$ cat config.mk
export PLATFORM = sky130hd
export DESIGN_NAME = obrb_ctrl
export DESIGN_NICKNAME = d
export VERILOG_FILES = /design/src/hdl/obrb_pkg.sv /design/src/hdl/obrb_ctrl.sv
export SDC_FILE = /design/constraint.sdc
export NUM_CORES = 1
export LEC_CHECK = 0
export ABC_AREA = 1
export BUFFER_PORTS_ARGS = -buffer_cell sky130_fd_sc_hd__clkbuf_2
export CORE_ASPECT_RATIO = 0.8
export CORE_MARGIN = 2
export CORE_UTILIZATION = 40
export CTS_CLUSTER_DIAMETER = 40
export DETAILED_ROUTE_END_ITERATION = 10
export GPL_TIMING_DRIVEN = 0
export PLACE_DENSITY = 0.61
export SLEW_MARGIN = 25
export SYNTH_ARGS = -nofsm -noshare
export SYNTH_HDL_FRONTEND = slang
export SYNTH_SLANG_ARGS = --single-unit
export TNS_END_PERCENT = 50
$ cat constraint.sdc
create_clock -name clk -period 13.65 [get_ports clk]
set_input_delay 4.095 -clock clk [delete_from_list [all_inputs] [get_ports clk]]
set_output_delay 4.095 -clock clk [all_outputs]
set_load 0.02 [all_outputs]
$ cat src/hdl/obrb_pkg.sv
`timescale 1ns / 1ps
// ----------------------------------------------------------------------------
// obrb_pkg
// Shared widths, operation codes and the result record of the byte ring buffer.
// ----------------------------------------------------------------------------
package obrb_pkg;

    // field widths
    localparam int unsigned MODE_W   = 2;
    localparam int unsigned OFFSET_W = 12;
    localparam int unsigned BYTE_W   = 8;
    localparam int unsigned COUNT_W  = 13;
    localparam int unsigned LEVEL_W  = 13;

    // stream word widths
    localparam int unsigned IN_DATA_W  = 40;
    localparam int unsigned IN_USER_W  = 2;
    localparam int unsigned OUT_DATA_W = 48;

    // slot arithmetic width: head plus distance, room for a 17-bit head plus a 13-bit distance
    localparam int unsigned SLOT_SUM_W = 18;

    // reset capacity in bytes
    localparam logic [LEVEL_W-1:0] CAP_RESET = 13'd4096;

    // operation codes
    localparam logic [MODE_W-1:0] MODE_WRITE = 2'd0;
    localparam logic [MODE_W-1:0] MODE_PEEK  = 2'd1;
    localparam logic [MODE_W-1:0] MODE_POP   = 2'd2;
    localparam logic [MODE_W-1:0] MODE_CLEAR = 2'd3;

    // result record handed from the control stage to the output stage
    typedef struct packed {
        logic               accepted;
        logic               is_peek;
        logic [COUNT_W-1:0] popped;
        logic [LEVEL_W-1:0] fill;
        logic [LEVEL_W-1:0] free;
    } res_meta_t;

endpackage

$ cat src/hdl/obrb_ctrl.sv
`timescale 1ns / 1ps
// ----------------------------------------------------------------------------
// obrb_ctrl
// Head, fill and capacity registers; decodes one operation per accepted word,
// drives the byte memory and registers the result record.
// ----------------------------------------------------------------------------
module obrb_ctrl
    import obrb_pkg::*;
#(
    parameter int unsigned DEPTH = 4096,
    parameter int unsigned AW    = 12
)
(
    input  logic                clk,
    input  logic                rst_n,
    input  logic                cfg_we,
    input  logic [LEVEL_W-1:0]  cfg_wdata,
    input  logic                accept,
    input  logic [MODE_W-1:0]   mode,
    input  logic [OFFSET_W-1:0] offset,
    input  logic [COUNT_W-1:0]  count,
    input  logic                res_take,
    output logic                mem_en,
    output logic                mem_we,
    output logic [AW-1:0]       mem_addr,
    output logic                res_valid,
    output res_meta_t           res_meta
);

    localparam logic [16:0]           DEPTH_W   = 17'(DEPTH);
    localparam logic [SLOT_SUM_W-1:0] DEPTH_SUM = SLOT_SUM_W'(DEPTH);

    logic [LEVEL_W-1:0]    cap_reg;
    logic [AW-1:0]         head_reg, head_next;
    logic [LEVEL_W-1:0]    fill_reg, fill_next;
    logic                  res_valid_reg, res_valid_next;
    res_meta_t             meta_reg, meta_next;

    logic [LEVEL_W-1:0]    cap_use;
    logic [LEVEL_W-1:0]    off_ext;
    logic [LEVEL_W-1:0]    off_plus1;
    logic                  write_ok;
    logic                  peek_ok;
    logic [COUNT_W-1:0]    pop_cnt;
    logic [COUNT_W-1:0]    slot_dist;
    logic [SLOT_SUM_W-1:0] slot_sum;
    logic [SLOT_SUM_W-1:0] slot_wrap;
    logic [AW-1:0]         slot;

    // capacity in use is the smaller of the register and the memory depth
    assign cap_use = ({4'b0, cap_reg} < DEPTH_W) ? cap_reg : DEPTH_W[LEVEL_W-1:0];

    assign off_ext   = {1'b0, offset};
    assign off_plus1 = off_ext + 13'd1;
    assign write_ok  = (mode == MODE_WRITE) && (off_ext < cap_use);
    assign peek_ok   = (mode == MODE_PEEK) && (off_ext < fill_reg);
    assign pop_cnt   = (count < fill_reg) ? count : fill_reg;

    // shared slot adder: head plus distance, folded once around the depth
    assign slot_dist = (mode == MODE_POP) ? pop_cnt : off_ext;
    assign slot_sum  = SLOT_SUM_W'(head_reg) + SLOT_SUM_W'(slot_dist);
    assign slot_wrap = (slot_sum >= DEPTH_SUM) ? (slot_sum - DEPTH_SUM) : slot_sum;
    assign slot      = slot_wrap[AW-1:0];

    // memory access for a write in range or a peek below fill
    assign mem_en   = accept && (write_ok || peek_ok);
    assign mem_we   = write_ok;
    assign mem_addr = slot;

    // update head and fill, build the result record
    always_comb
    begin
        head_next      = head_reg;
        fill_next      = fill_reg;
        res_valid_next = res_valid_reg;
        meta_next      = meta_reg;
        if (res_take)
        begin
            res_valid_next = 1'b0;
        end
        if (accept)
        begin
            case (mode)
                MODE_WRITE:
                begin
                    if (write_ok && (off_plus1 > fill_reg))
                    begin
                        fill_next = off_plus1;
                    end
                end
                MODE_PEEK:
                begin
                    fill_next = fill_reg;
                end
                MODE_POP:
                begin
                    head_next = slot;
                    fill_next = fill_reg - pop_cnt;
                end
                MODE_CLEAR:
                begin
                    head_next = '0;
                    fill_next = '0;
                end
                default:
                begin
                    fill_next = fill_reg;
                end
            endcase
            res_valid_next    = 1'b1;
            meta_next.accepted = write_ok || peek_ok;
            meta_next.is_peek  = (mode == MODE_PEEK);
            meta_next.popped   = (mode == MODE_POP) ? pop_cnt : '0;
            meta_next.fill     = fill_next;
            meta_next.free     = (cap_use > fill_next) ? (cap_use - fill_next) : '0;
        end
    end

    // control registers
    always_ff @(posedge clk or negedge rst_n)
    begin
        if (!rst_n)
        begin
            cap_reg       <= CAP_RESET;
            head_reg      <= '0;
            fill_reg      <= '0;
            res_valid_reg <= 1'b0;
        end
        else
        begin
            if (cfg_we)
            begin
                cap_reg <= cfg_wdata;
            end
            head_reg      <= head_next;
            fill_reg      <= fill_next;
            res_valid_reg <= res_valid_next;
        end
    end

    // result record payload
    always_ff @(posedge clk)
    begin
        meta_reg <= meta_next;
    end

    assign res_valid = res_valid_reg;
    assign res_meta  = meta_reg;

endmodule
==> metrics <==
endpoints failing setup=0; mean area per synthesized cell=7.65 µm²; ys flop type=edfxtp_1; via count=6411; Seq/Total Area, Yosys=32.1%; FP Rows=42; placed instance count=1218; CP peak stage delay=0.40 ns; static leakage=4.05 nW; # clock sinks=80; Area contributors post-synth=edfxtp_1 (18%), ha_1 (15%), dfrtp_1 (14%); hold crit path type=reg2reg; Residual DRC=0; total grt overflow=0; post-cts resize count=0; critical path class=in2out; fraction of layout cells with a size suffix above 1=15.9%; number of post-CTS setup repair buffers=0; WP data arrival=8.21 ns; crit end category=output pin; pwr dens=202 mW/mm²; Final Wtd Congestion=0.930; io pins=101; worst-skew pair later-pin latency=0.35 ns; IO Port Bufs=100; CTS tree=done; final hold vios=0; outcome=complete, no violations; Slew @ Worst Pin=0.737 ns; largest net degree at the start of global routing=43; die span in y=121 µm; H-tree depth=3; diodes inserted=0; synthesized net count=1025; post-synthesis register bit count=80; most frequent CP cell=nand2_1; drt total wl=20900 µm; First-pass DRT Iterations=5; Slowest-stage cell, CP=fa_1; yosys warns=0; post-synthesis cell type count=51; Max Root-Sink Buffers=2; chip width=151 µm; CP max FO=10; Synth top area share=17.9%; fin. max-slew vios=0; cell with the most instances after synthesis=nand2_1; first-pass GRT wire length=32600 µm; Hold-fix buffers, CTS=0; Nets=1136; HPWL after detailed placement=16900 µm; Period minus WS final=12.30 ns; Initial Utilization=41.2%; vias in the first global route=5956; core area=0.0167 mm²; CP required=9.55 ns; clk_skew=0.00914 ns; Period Utilization, post-route=90.1%; Fillers=1713; CP delay by family, top=compound AO/OA/AOI/OAI gates; biggest area consumer among synthesized cells=edfxtp_1; remaining antenna violation count=0; Setup TNS Final=0 ns; Num CTS Buffers=9; maxcap violations=0; post-route insts no fill=1234; Vias/cell=5.20; Area growth syn-to-layout=15.6%; synthesized instance count=898; EDFF count, synth=41; Clk pin slew, worst setup/hold paths=0.06 ns; Die Area=0.0182 mm²; Total GRT Usage=23.6%; peak supply drop=94.8 µV; max reg flops=41; DR WL/cell=17.0 µm; RSZ-0062 raised after global routing=no; worst path buffer plus inverter count=7; most frequent cells after synthesis=nand2_1 (190), inv_1 (151), ha_1 (80); initial antenna violation count=0; fmax=81.3 MHz; Slew Limit Headroom=50.7%; CP Launch Type=input pin; initial DRC count=501; clock root cell=clkbuf_16; synthesized area=0.00687 mm²; Async SR Flop Fraction=48.8%
cells by family (layout without fill, tap and decap cells):
group | Yosys count | count (layout) | synth area share [%]
fa+ha+maj | 82 | 82 | 15.2
xor+xnor | 29 | 29 | 3.70
buf+inv | 171 | 287 | 9.67
compound gates | 187 | 187 | 15.4
simple gates | 348 | 348 | 23.8
flops | 80 | 80 | 32.1
mux | 1 | 1 | 0.164
power by group:
group	total (mW)	internal, mW	switching (mW)
logic	0.990	0.333	0.657
clock network	0.246	0.141	0.105
registers	0.370	0.333	0.0378
total	1.61	0.807	0.799
worst min-delay path: stages, from the launching register on:
cell and delay (ns):
dfrtp_1 0.35, nand2_1 0.05, o21ai_0 0.06
stage by stage:
step | utilization (%) | power, mW | area [µm²] | hold slack [ns] | worst slack [ns]
final | 47.7 | 1.61 | 7940 | 0.497 | 1.35
after global routing | 47.7 | 1.76 | 7940 | 0.518 | 0.953
after CTS | 47.7 | 1.61 | 7940 | 0.501 | 1.40
after detailed placement | 45.9 | 1.35 | 7650 | 0.486 | 1.42
after global placement | 45.9 | 1.34 | 7640 | 0.481 | 1.40
after floorplan | - | 1.08 | 6870 | 0.459 | 2.30
cells in the final DEF (no fill, tap or decap), drive strengths merged, types with 9 or more instances in the layout:
cell    instances
a21oi          67
nor3            9
edfxtp         41
inv           153
dfrtp          38
nor2           68
o21ai          86
nand3          35
ha             80
xor2           22
nand2         205
nand4          24
clkbuf        122
o21bai         10
layout make-up:
class                   instances  area (µm²)  area share [%]
inverters                     153         574            7.23
plain buffers                  18        90.1            1.13
clock inverters                 6        60.1           0.757
well taps                     220         275            3.47
clock buffers                  10         229            2.88
multi-input cells             647        4000            50.3
flip-flops and latches         80        2210            27.8
repair buffers                100         505            6.37
final timing paths:
| check | start | end | slack (ns) | cells past startpoint |
|---|---|---|---|---|
| max | count[6] | mem_addr[10] | 1.35 | 26 |
| min | head_reg[8] | head_reg[8] | 0.50 | 2 |
| max reg2reg | fill_reg[6] | res_meta[3] | 7.15 | 29 |
| min reg2reg | head_reg[8] | head_reg[8] | 0.50 | 2 |
| max in group asynchronous | rst_n | fill_reg[9] | 9.43 | 1 |
| min in group asynchronous | rst_n | head_reg[4] | 3.78 | 1 |
metal layers:
layer | track usage (%) | vias up | routed length [µm]
met5 | 0 | - | 0
met4 | 6.19 | 0 | 369
met3 | 5.26 | 24 | 1580
met2 | 33.5 | 231 | 8500
met1 | 35.7 | 2944 | 10500
li1 | - | 3212 | -
(Power assumes the default switching activity.)
